$ cat src/hdl/xml_character_escaper_defines.svh
// Assertion macros shared by the XML character escaper RTL.
`ifndef XML_CHARACTER_ESCAPER_DEFINES_SVH
`define XML_CHARACTER_ESCAPER_DEFINES_SVH
`ifndef SYNTHESIS
`define XCE_ASSERT(lbl, clk, rst, prop) \
   lbl: assert property (@(posedge clk) disable iff (rst) prop) \
      else $error("xce: assertion failed");
`define XCE_NEVER(lbl, clk, rst, expr) \
   lbl: assert property (@(posedge clk) disable iff (rst) !(expr)) \
      else $error("xce: forbidden condition seen");
`else
`define XCE_ASSERT(lbl, clk, rst, prop)
`define XCE_NEVER(lbl, clk, rst, expr)
`endif
`endif

$ cat src/hdl/xce_pkg.sv
// Types, constants and helpers of the XML character escaper.
package xce_pkg;

   localparam int CODE_BITS_DEFAULT = 21;
   localparam int CHAR_BITS         = 21;
   localparam int LEN_BITS          = 4;   // longest escape is 12 chars at 32-bit codes
   localparam int QUEUE_DEPTH       = 2;

   localparam logic [2:0] KIND_PLAIN = 3'd0;
   localparam logic [2:0] KIND_AMP   = 3'd1;
   localparam logic [2:0] KIND_LT    = 3'd2;
   localparam logic [2:0] KIND_GT    = 3'd3;
   localparam logic [2:0] KIND_CTRL  = 3'd4;
   localparam logic [2:0] KIND_HEX   = 3'd5;

   localparam logic [7:0] CH_TAB  = 8'h09;
   localparam logic [7:0] CH_LF   = 8'h0A;
   localparam logic [7:0] CH_SP   = 8'h20;
   localparam logic [7:0] CH_AMP  = 8'h26;
   localparam logic [7:0] CH_HASH = 8'h23;
   localparam logic [7:0] CH_SEMI = 8'h3B;
   localparam logic [7:0] CH_LT   = 8'h3C;
   localparam logic [7:0] CH_GT   = 8'h3E;
   localparam logic [7:0] CH_TILD = 8'h7E;
   localparam logic [7:0] CH_E    = 8'h45;
   localparam logic [7:0] CH_0    = 8'h30;
   localparam logic [7:0] CH_A    = 8'h61;
   localparam logic [7:0] CH_M    = 8'h6D;
   localparam logic [7:0] CH_P    = 8'h70;
   localparam logic [7:0] CH_LL   = 8'h6C;
   localparam logic [7:0] CH_G    = 8'h67;
   localparam logic [7:0] CH_T    = 8'h74;
   localparam logic [7:0] CH_X    = 8'h78;

   typedef struct packed {
      logic [2:0]          kind;
      logic [LEN_BITS-1:0] len;
   } desc_type;

   function automatic logic [7:0] hex_char(input logic [3:0] nib);
      hex_char = (nib < 4'd10) ? (CH_0 + {4'd0, nib}) : (CH_A + {4'd0, nib} - 8'd10);
   endfunction

endpackage

$ cat src/hdl/xce_front.sv
// Front end: accepts input words, drops terminators and classifies the escape.
module xce_front #(
   parameter int CODE_BITS = xce_pkg::CODE_BITS_DEFAULT
) (
   input  logic                 req_valid,
   output logic                 req_ready,
   input  logic [CODE_BITS-1:0] req_code_point,
   input  logic                 q_ready,
   output logic                 q_push,
   output xce_pkg::desc_type    q_desc,
   output logic [CODE_BITS-1:0] q_code
);
   import xce_pkg::*;

   localparam int NIBBLES  = (CODE_BITS + 3) / 4;
   localparam int NIB_W    = $clog2(NIBBLES);
   localparam int EXT_BITS = 4 * (1 << NIB_W);

   logic [EXT_BITS-1:0] code_ext;
   logic [LEN_BITS-1:0] top_nib;
   logic [2:0]          kind;
   logic [LEN_BITS-1:0] len;

   assign code_ext = EXT_BITS'(req_code_point);

   // highest nonzero nibble sets the hex digit count
   always_comb begin
      top_nib = '0;
      for (int i = 1; i < NIBBLES; i++) begin
         if (|code_ext[4*i +: 4]) begin
            top_nib = LEN_BITS'(i);
         end
      end
   end

   always_comb begin
      priority if (req_code_point == CODE_BITS'(CH_AMP)) begin
         kind = KIND_AMP;
         len  = LEN_BITS'(5);
      end else if (req_code_point == CODE_BITS'(CH_LT)) begin
         kind = KIND_LT;
         len  = LEN_BITS'(4);
      end else if (req_code_point == CODE_BITS'(CH_GT)) begin
         kind = KIND_GT;
         len  = LEN_BITS'(4);
      end else if (req_code_point == CODE_BITS'(CH_TAB) ||
                   req_code_point == CODE_BITS'(CH_LF)) begin
         kind = KIND_PLAIN;
         len  = LEN_BITS'(1);
      end else if (req_code_point < CODE_BITS'(CH_SP)) begin
         kind = KIND_CTRL;
         len  = LEN_BITS'(8);
      end else if (req_code_point > CODE_BITS'(CH_TILD)) begin
         kind = KIND_HEX;
         len  = top_nib + LEN_BITS'(5);   // "&#x" + digits + ";"
      end else begin
         kind = KIND_PLAIN;
         len  = LEN_BITS'(1);
      end
   end

   assign req_ready   = q_ready;
   assign q_push      = req_valid && q_ready && (req_code_point != '0);
   assign q_desc.kind = kind;
   assign q_desc.len  = len;
   assign q_code      = req_code_point;

endmodule

$ cat src/hdl/xce_queue.sv
// Two-entry queue of classified words between front and back end.
`include "xml_character_escaper_defines.svh"
module xce_queue #(
   parameter int CODE_BITS = xce_pkg::CODE_BITS_DEFAULT
) (
   input  logic                 clock,
   input  logic                 reset,
   input  logic                 push,
   input  xce_pkg::desc_type    push_desc,
   input  logic [CODE_BITS-1:0] push_code,
   output logic                 push_ready,
   output logic                 head_valid,
   output xce_pkg::desc_type    head_desc,
   output logic [CODE_BITS-1:0] head_code,
   input  logic                 pop
);
   import xce_pkg::*;

   localparam int PTR_W = $clog2(QUEUE_DEPTH);
   localparam int CNT_W = $clog2(QUEUE_DEPTH + 1);

   desc_type             desc_ff [QUEUE_DEPTH];
   logic [CODE_BITS-1:0] code_ff [QUEUE_DEPTH];
   logic [PTR_W-1:0]     wr_ptr_ff, wr_ptr_in;
   logic [PTR_W-1:0]     rd_ptr_ff, rd_ptr_in;
   logic [CNT_W-1:0]     count_ff, count_in;

   assign push_ready = (count_ff != CNT_W'(QUEUE_DEPTH));
   assign head_valid = (count_ff != '0);
   assign head_desc  = desc_ff[rd_ptr_ff];
   assign head_code  = code_ff[rd_ptr_ff];

   always_comb begin
      wr_ptr_in = wr_ptr_ff;
      rd_ptr_in = rd_ptr_ff;
      count_in  = count_ff;
      if (push) begin
         wr_ptr_in = (wr_ptr_ff == PTR_W'(QUEUE_DEPTH - 1)) ? '0 : wr_ptr_ff + 1'b1;
      end
      if (pop) begin
         rd_ptr_in = (rd_ptr_ff == PTR_W'(QUEUE_DEPTH - 1)) ? '0 : rd_ptr_ff + 1'b1;
      end
      if (push && !pop) begin
         count_in = count_ff + 1'b1;
      end else if (pop && !push) begin
         count_in = count_ff - 1'b1;
      end
   end

   always_ff @(posedge clock) begin
      if (reset) begin
         wr_ptr_ff <= '0;
         rd_ptr_ff <= '0;
         count_ff  <= '0;
      end else begin
         wr_ptr_ff <= wr_ptr_in;
         rd_ptr_ff <= rd_ptr_in;
         count_ff  <= count_in;
      end
   end

   always_ff @(posedge clock) begin
      if (push) begin
         desc_ff[wr_ptr_ff] <= push_desc;
         code_ff[wr_ptr_ff] <= push_code;
      end
   end

   `XCE_NEVER(a_no_overflow, clock, reset, push && !push_ready)
   `XCE_NEVER(a_no_underflow, clock, reset, pop && !head_valid)
   `XCE_ASSERT(a_count_bound, clock, reset, count_ff <= CNT_W'(QUEUE_DEPTH))

endmodule

$ cat src/hdl/xce_back.sv
// Back end: walks each queued word through its escape sequence, one char per cycle unless rsp_ready stalls.
`include "xml_character_escaper_defines.svh"
module xce_back #(
   parameter int CODE_BITS = xce_pkg::CODE_BITS_DEFAULT
) (
   input  logic                          clock,
   input  logic                          reset,
   input  logic                          q_valid,
   input  xce_pkg::desc_type             q_desc,
   input  logic [CODE_BITS-1:0]          q_code,
   output logic                          q_pop,
   output logic                          rsp_valid,
   input  logic                          rsp_ready,
   output logic [xce_pkg::CHAR_BITS-1:0] rsp_out_char,
   output logic                          rsp_last
);
   import xce_pkg::*;

   localparam int NIBBLES  = (CODE_BITS + 3) / 4;
   localparam int NIB_W    = $clog2(NIBBLES);
   localparam int EXT_BITS = 4 * (1 << NIB_W);

   logic [LEN_BITS-1:0]  idx_ff, idx_in;
   logic                 valid_ff, valid_in;
   logic [CHAR_BITS-1:0] char_ff;
   logic                 last_ff;

   logic                 load;
   logic                 emit;
   logic                 is_last;
   logic [EXT_BITS-1:0]  code_ext;
   logic [LEN_BITS-1:0]  nib_pos;
   logic [3:0]           hex_nib;
   logic [7:0]           ascii;

   assign load    = !valid_ff || rsp_ready;
   assign emit    = load && q_valid;
   assign is_last = (idx_ff == q_desc.len - 1'b1);
   assign q_pop   = emit && is_last;

   // hex digits go out most significant first; nibble = len - 2 - idx
   assign code_ext = EXT_BITS'(q_code);
   assign nib_pos  = q_desc.len - LEN_BITS'(2) - idx_ff;
   assign hex_nib  = code_ext[4*nib_pos[NIB_W-1:0] +: 4];

   always_comb begin
      ascii = CH_SEMI;
      unique case (q_desc.kind)
         KIND_AMP: begin
            unique case (idx_ff)
               LEN_BITS'(0): ascii = CH_AMP;
               LEN_BITS'(1): ascii = CH_A;
               LEN_BITS'(2): ascii = CH_M;
               LEN_BITS'(3): ascii = CH_P;
               default:      ascii = CH_SEMI;
            endcase
         end
         KIND_LT, KIND_GT: begin
            unique case (idx_ff)
               LEN_BITS'(0): ascii = CH_AMP;
               LEN_BITS'(1): ascii = (q_desc.kind == KIND_LT) ? CH_LL : CH_G;
               LEN_BITS'(2): ascii = CH_T;
               default:      ascii = CH_SEMI;
            endcase
         end
         KIND_CTRL: begin
            unique case (idx_ff)
               LEN_BITS'(0): ascii = CH_AMP;
               LEN_BITS'(1): ascii = CH_HASH;
               LEN_BITS'(2): ascii = CH_X;
               LEN_BITS'(3): ascii = CH_E;
               LEN_BITS'(4): ascii = CH_0;
               LEN_BITS'(5): ascii = hex_char(code_ext[7:4]);
               LEN_BITS'(6): ascii = hex_char(code_ext[3:0]);
               default:      ascii = CH_SEMI;
            endcase
         end
         KIND_HEX: begin
            priority if (idx_ff == LEN_BITS'(0)) begin
               ascii = CH_AMP;
            end else if (idx_ff == LEN_BITS'(1)) begin
               ascii = CH_HASH;
            end else if (idx_ff == LEN_BITS'(2)) begin
               ascii = CH_X;
            end else if (is_last) begin
               ascii = CH_SEMI;
            end else begin
               ascii = hex_char(hex_nib);
            end
         end
         default: begin
            ascii = {1'b0, code_ext[6:0]};   // plain printable, tab or newline
         end
      endcase
   end

   always_comb begin
      idx_in   = idx_ff;
      valid_in = load ? q_valid : valid_ff;
      if (emit) begin
         idx_in = is_last ? '0 : idx_ff + 1'b1;
      end
   end

   always_ff @(posedge clock) begin
      if (reset) begin
         idx_ff   <= '0;
         valid_ff <= 1'b0;
      end else begin
         idx_ff   <= idx_in;
         valid_ff <= valid_in;
      end
   end

   always_ff @(posedge clock) begin
      if (emit) begin
         char_ff <= CHAR_BITS'(ascii);
         last_ff <= is_last;
      end
   end

   assign rsp_valid    = valid_ff;
   assign rsp_out_char = char_ff;
   assign rsp_last     = last_ff;

   `XCE_ASSERT(a_idx_in_range, clock, reset, q_valid |-> (idx_ff < q_desc.len))
   `XCE_ASSERT(a_mid_word_held, clock, reset, (idx_ff != '0) |-> q_valid)
   `XCE_ASSERT(a_pop_marks_last, clock, reset, q_pop |=> (rsp_valid && rsp_last))

endmodule

$ cat src/hdl/xml_character_escaper.sv
// XML character escaper: one code point in, its escaped characters out; a zero code point is dropped.
// An accepted word is written into the queue; its chars then go out through the output register.
// The back-end char sequencer sends one char per cycle while rsp_ready does not stall the output;
// an escape has 1 char for plain text and a hex escape has up to 4 + ceil(CODE_BITS/4) chars.
// A two-word queue lets input flow while the output register is stalled.
// Synchronous active-high reset empties the queue and the output register.
module xml_character_escaper #(
   parameter int CODE_BITS = xce_pkg::CODE_BITS_DEFAULT
) (
   input  logic                          clock,
   input  logic                          reset,
   input  logic                          req_valid,
   output logic                          req_ready,
   input  logic [CODE_BITS-1:0]          req_code_point,
   output logic                          rsp_valid,
   input  logic                          rsp_ready,
   output logic [xce_pkg::CHAR_BITS-1:0] rsp_out_char,
   output logic                          rsp_last
);
   import xce_pkg::*;

   logic                 push;
   logic                 push_ready;
   desc_type             push_desc;
   logic [CODE_BITS-1:0] push_code;
   logic                 head_valid;
   desc_type             head_desc;
   logic [CODE_BITS-1:0] head_code;
   logic                 pop;

   xce_front #(.CODE_BITS(CODE_BITS)) u_front (
      .req_valid      (req_valid),
      .req_ready      (req_ready),
      .req_code_point (req_code_point),
      .q_ready        (push_ready),
      .q_push         (push),
      .q_desc         (push_desc),
      .q_code         (push_code)
   );

   xce_queue #(.CODE_BITS(CODE_BITS)) u_queue (
      .clock      (clock),
      .reset      (reset),
      .push       (push),
      .push_desc  (push_desc),
      .push_code  (push_code),
      .push_ready (push_ready),
      .head_valid (head_valid),
      .head_desc  (head_desc),
      .head_code  (head_code),
      .pop        (pop)
   );

   xce_back #(.CODE_BITS(CODE_BITS)) u_back (
      .clock        (clock),
      .reset        (reset),
      .q_valid      (head_valid),
      .q_desc       (head_desc),
      .q_code       (head_code),
      .q_pop        (pop),
      .rsp_valid    (rsp_valid),
      .rsp_ready    (rsp_ready),
      .rsp_out_char (rsp_out_char),
      .rsp_last     (rsp_last)
   );

endmodule
$ cat config.mk
export PLATFORM = sky130hd
export DESIGN_NAME = xml_character_escaper
export DESIGN_NICKNAME = d
export VERILOG_FILES = /design/src/hdl/xce_pkg.sv /design/src/hdl/xce_front.sv /design/src/hdl/xce_queue.sv /design/src/hdl/xce_back.sv /design/src/hdl/xml_character_escaper.sv
export VERILOG_INCLUDE_DIRS = /design/src /design/src/hdl
export SDC_FILE = /design/constraint.sdc
export NUM_CORES = 1
export LEC_CHECK = 0
export BUFFER_PORTS_ARGS = -buffer_cell sky130_fd_sc_hd__buf_2
export CAP_MARGIN = 10
export CORE_ASPECT_RATIO = 2
export CORE_UTILIZATION = 40
export DETAILED_ROUTE_END_ITERATION = 12
export GPL_TIMING_DRIVEN = 0
export SYNTH_ARGS = -nofsm -noshare
export SYNTH_HDL_FRONTEND = slang
export SYNTH_SLANG_ARGS = --single-unit
$ cat constraint.sdc
create_clock -name clock -period 3.9 [get_ports clock]
set_input_delay 0.585 -clock clock [delete_from_list [all_inputs] [get_ports clock]]
set_output_delay 0.585 -clock clock [all_outputs]
set_load 0.01 [all_outputs]
; Word-level counts from Yosys, hierarchy flattened
; Memory sizes are Yosys's and may differ from the RTL's. A register that Yosys moved wholly into a read port is not among the register bits.
; Index checks and enable logic that the tools add are counted.
[totals]
word_cells = 111
out_inout_bits = 24
mem_bits_rw = 56
reg_bits = 18
n_memories = 2
[mem_list]
columns = memory, words, word_bits, read_ports, rd_clocked_by_memory_dff, wr, line
row1 = u_queue.code_ff, 2, 21, 1, 1, 1, xce_queue.sv:23  ; logic [CODE_BITS-1:0] code_ff [QUEUE_DEPTH];
row2 = u_queue.desc_ff, 2, 7, 1, 1, 1, xce_queue.sv:22  ; desc_type desc_ff [QUEUE_DEPTH];
[op_classes]
mux = 40
add_sub_neg = 18
reduce_logical = 20
shifts = 1
n_lt_le_gt_ge = 5
eq_ne = 18
[ops]
columns = cell, count
row1 = == test 21 x 6 -> 1 bit (second input constant), 3
row2 = two-way mux 8 bit, 7
row3 = case mux 8 bit (7 select lines), 1
row4 = two-way mux 4 bit, 12
row5 = == test 21 x 4 -> 1 bit (second input constant), 2
row6 = case mux 8 bit (4 select lines), 1
row7 = indexed part select 32 x 6 -> 4 bit, 1
row8 = case mux 7 bit (4 select lines), 1
row9 = adder 7 x 4 -> 8 bit (first input constant), 3
row10 = case mux 8 bit (3 select lines), 1
row11 = subtractor 8 x 4 -> 8 bit (second input constant), 3
row12 = adder 6 x 4 -> 7 bit (first input constant), 3
row13 = > comparator 21 x 7 -> 1 bit (second input constant), 1
row14 = less-than comparator 21 x 6 -> 1 bit (second input constant), 1
row15 = nonzero test 21 bit, 1
row16 = two-way mux 3 bit, 6
row17 = OR reduction 4 bit, 4
row18 = == test 4 x 3 -> 1 bit (second input constant), 3
row19 = less-than comparator 4 bit (second input constant), 3
row20 = two-way mux 1 bit, 9
row21 = == test 4 x 2 -> 1 bit (second input constant), 2
row22 = == test 3 x 2 -> 1 bit (second input constant), 2
row23 = == test 3 bit (second input constant), 2
row24 = logical AND 1 bit, 6
row25 = 18 further kinds, 24

; Longest topological paths before layout
[logic_depth]
word_depth = 13
mapped_depth = 17

; By module
; Synthesis repeated with hierarchy kept, for this count alone.
[unflattened]
hier_cells = 414
area_unflattened_um2 = 4634.4
[modules_own_cells]
columns = module, cells_per_inst, instances, area_per_inst_um2
row1 = xce_queue, 109, 1, 2232.1
row2 = xce_back, 242, 1, 1910.6
row3 = xce_front, 63, 1, 491.7

; Least setup slack after synthesis
; No wires, ideal clock.
[synth_path]
path_type = register -> register
startpoint = register with a tool-made name
endpoint = register u_back.char_ff[2], in the netlist u_back.rsp_out_char[2], data pin
path_stages_with_launch = 18
t_required_ns = 3.767
t_arrival_ns = 3.592
setup_ns = 0.133
setup_slack_ns = 0.175
period_less_slack_ns = 3.725
path_cell_list = dfxtp_1 > buf_6 > buf_4 > buf_4 > buf_4 > mux2i_1 > ha_1 > inv_1 > ha_1 > xnor3_2 > xnor2_4 > mux2i_1 > o22a_1 > ha_1 > inv_1 > or4_1 > a211oi_2 > a311o_1
[synth_rtl]
columns = element, line
row1 = end signal: assignment, xce_back.sv:117  ; char_ff <= CHAR_BITS'(ascii);
row2 = end: declaration, xce_back.sv:25  ; logic [CHAR_BITS-1:0] char_ff;

==> metrics.md <==
| Metric | Value |
|---|---|
| Status | `complete, no violations` |
| Leak | `1.93 nW` |
| Final Hold Viols | `0` |
| CTS tree | `done` |
| H-tree depth | `3` |
| DR iter-0 viols | `193` |
| CP Capture Type | `flip-flop` |
| Fillers | `949` |
| FP Rows | `53` |
| Tightest Pin Transition | `0.800 ns` |
| Nets | `497` |
| Clk_lat worst skew | `0.33 ns` |
| Critical Setup Path Class | `flip-flop to flip-flop` |
| WHS | `0.447 ns` |
| Yosys warns | `0` |
| Maximum fanout along the worst path | `10` |
| Initial antenna violation count | `0` |
| Period minus WS final | `3.72 ns` |
| Hpwl dp | `8230 um` |
| Post-DR vias/cell | `5.55` |
| NetSw | `0.000995 W` |
| Most common flop cell mapped by yosys | `edfxtp_1` |
| Wire length per cell | `18.3 um` |
| Max Clk Rate | `0.269 GHz` |
| Peak supply drop | `0.264 mV` |
| Die width | `75.6 um` |
| Largest net degree at the start of global routing | `29` |
| Internal | `0.00206 W` |
| Combinational share of power | `0.339` |
| Dpl ws | `-0.396 ns` |
| Slew Limit Headroom | `0.463` |
| Hold WC Path Type | `input pin to flip-flop` |
| FFs w/ async S/R, synth | `0` |
| Yosys reg bits | `74` |
| I/O Buffers | `33` |
| Sequential share of power | `0.337` |
| CP required | `4.10 ns` |
| Share of layout cells above drive strength 1 | `0.228` |
| Setup ws final | `0.182 ns` |
| Seq/Total Area, Yosys | `0.490` |
| Total iterations of the first detailed-routing run | `4` |
| Max Slew Vio Count | `0` |
| Max cap viols | `0` |
| CTS Buffer Depth | `2` |
| Worst Skew | `0.00630 ns` |
| Multi-input gate area | `2090 um2` |
| Synth-to-layout area growth | `21.4%` |
| CTS buffer count | `9` |
| Die area | `11,300 um2` |
| Vias | `3,334` |
| GP Congestion | `0.928` |
| Clk pwr share | `0.324` |
| DRC | `0` |
| CTS root buffer | `clkbuf_16` |
| Power per cell area | `582 nW/um2` |
| Startpoint type of the worst setup path | `flip-flop` |
| Diode count | `0` |
| GRT overflow | `0` |
| Area of the core | `10,500 um2` |
| Routed Wire Length | `11,000 um` |
| Clock transition at the registers of the reported paths | `0.06 ns` |
| Starting Density | `0.411` |
| Number of global-route vias before repair | `3,267` |
| First-pass GRT wire length | `17,100 um` |
| Ports | `49` |
| Clk sinks | `74` |
| Final worst-path cycle share | `0.953` |
| Syn avg cell area | `11.0 um2` |
| Total GRT Usage | `0.214` |
| Sw frac | `0.325` |
| # setup viols final | `0` |
| Height of the chip | `149 um` |
| Register area | `2120 um2` |
| Synth Instances | `392` |
| Synth Cell Area | `4330 um2` |
| Distinct cells, synth | `61` |
| Critical path arrival | `3.92 ns` |
| Post-synth EDFFs | `64` |
| Post-route ant nets | `0` |
-- Yosys cell counts, types with 4 or more instances --
cell	number	share of area
edfxtp_1	64	0.44
xnor2_1	5	0.010
nor2_1	36	0.031
xor2_1	9	0.018
nand2b_1	4	0.0058
or4_1	5	0.0087
nor4_1	5	0.0072
buf_4	17	0.029
a22oi_1	4	0.0069
o22ai_1	5	0.0072
inv_1	10	0.0087
nor3_1	18	0.021
nor2b_1	10	0.014
nand2_1	17	0.015
ha_1	13	0.038
a21oi_1	25	0.029
o21ai_0	17	0.020
dfxtp_1	10	0.046
mux4_2	4	0.021
mux2_2	8	0.021
mux2i_1	24	0.055
clkbuf_1	7	0.0061
and2_1	4	0.0058
nand3_1	14	0.016
-- logic make-up after synthesis --
kind of cell / count (synthesis) / share of synthesized area
adders and majority gates: 13 / 0.0376
other: 1 / 0.000866
xor gates and xnor gates: 16 / 0.0402
and+or+nand+nor: 125 / 0.144
muxes: 37 / 0.102
AOI/OAI and AO/OA: 88 / 0.135
buffers and inverters: 38 / 0.0500
DFF: 74 / 0.490
-- through the flow --
stage	total power, W	utilization	cell area (um2)	setup TNS (ns)	instances
2_1_floorplan	0.00172	-	4380	0	405
5_1_grt	0.00321	0.498	5260	-0.00961	601
3_5_place_dp	0.00199	0.449	4730	-0.889	576
4_1_cts	0.00302	0.491	5170	0	596
3_3_place_gp	0.00197	0.447	4710	-0.601	575
6_report	0.00306	0.498	5260	0	601
-- critical path: stages (launching register included) --
cell      delay [ns]
dfxtp_1         0.34
buf_8           0.13
buf_12          0.14
buf_12          0.11
buf_12          0.12
mux2i_4         0.23
ha_1            0.26
inv_2           0.08
ha_4            0.13
xnor3_2         0.29
xnor2_4         0.24
mux2i_1         0.21
o22a_1          0.19
ha_1            0.15
inv_1           0.05
or4_4           0.55
a211oi_4        0.23
a311o_1         0.15
-- power groups by stage --
stage	Clock [W]	Combinational [W]	Sequential, W
4_1_cts	0.00100	0.000992	0.00103
3_5_place_dp	0	0.000941	0.00105
6_report	0.000990	0.00104	0.00103
2_1_floorplan	0	0.000668	0.00105
3_3_place_gp	0	0.000921	0.00104
5_1_grt	0.00103	0.00114	0.00104
-- what timing repair did --
action / 4_1_cts / 5_1_grt
setup buffers: 4 / 4
hold buffers: 0 / 0
hold endpoints to repair: 0 / 0
setup endpoints to repair: 5 / 3
pin swaps: 3 / 4
gates resized for setup: 14 / 7
-- cells in the final DEF (no fill, tap or decap), types with 10 or more instances in the layout --
master     n
buf_2     34
edfxtp_1  64
o21ai_0   17
nor2_1    36
a21oi_1   25
mux2i_1   22
nor3_1    17
conb_1    14
dfxtp_1   10
buf_4     22
nand3_1   14
ha_1      12
nand2_1   17
-- area by class of cell --
class | instances | share of cell area
buffer | 28 | 0.0431
sequential | 74 | 0.404
inverter | 10 | 0.00714
clock buffer | 9 | 0.0429
multi-input combinational | 293 | 0.397
timing repair buffer | 43 | 0.0486
clock inverter | 7 | 0.0248
tap | 137 | 0.0326
-- sequential cells by signal, indices dropped and copies added (netlist names), named ones only --
signal,count
u_queue.wr_ptr_ff,1
u_queue.count_ff,2
u_queue.rd_ptr_ff,1
u_back.rsp_last,1
u_queue.desc_ff,14
u_back.rsp_valid,1
u_back.idx_ff,4
u_back.rsp_out_char,7
u_queue.code_ff,42
-- routing by layer --
metal,part of all wire,GRT usage,up-vias
met1,0.34,0.211,1559
met4,0.088,0.163,0
met5,0,0,-
li1,-,-,1600
met3,0.036,0.0311,51
met2,0.54,0.380,124
-- worst paths after layout --
path / from / end / slack [ns] / depth (start not counted)
max: flip-flop / u_back.rsp_out_char[2] / 0.18 / 17
min: req_code_point[10] / u_queue.code_ff[0][10] / 0.45 / 1
max reg2reg: flip-flop / u_back.rsp_out_char[2] / 0.18 / 17
min reg2reg: u_back.rsp_valid / u_back.rsp_valid / 0.50 / 2
Power figures use the tool's default switching activity.
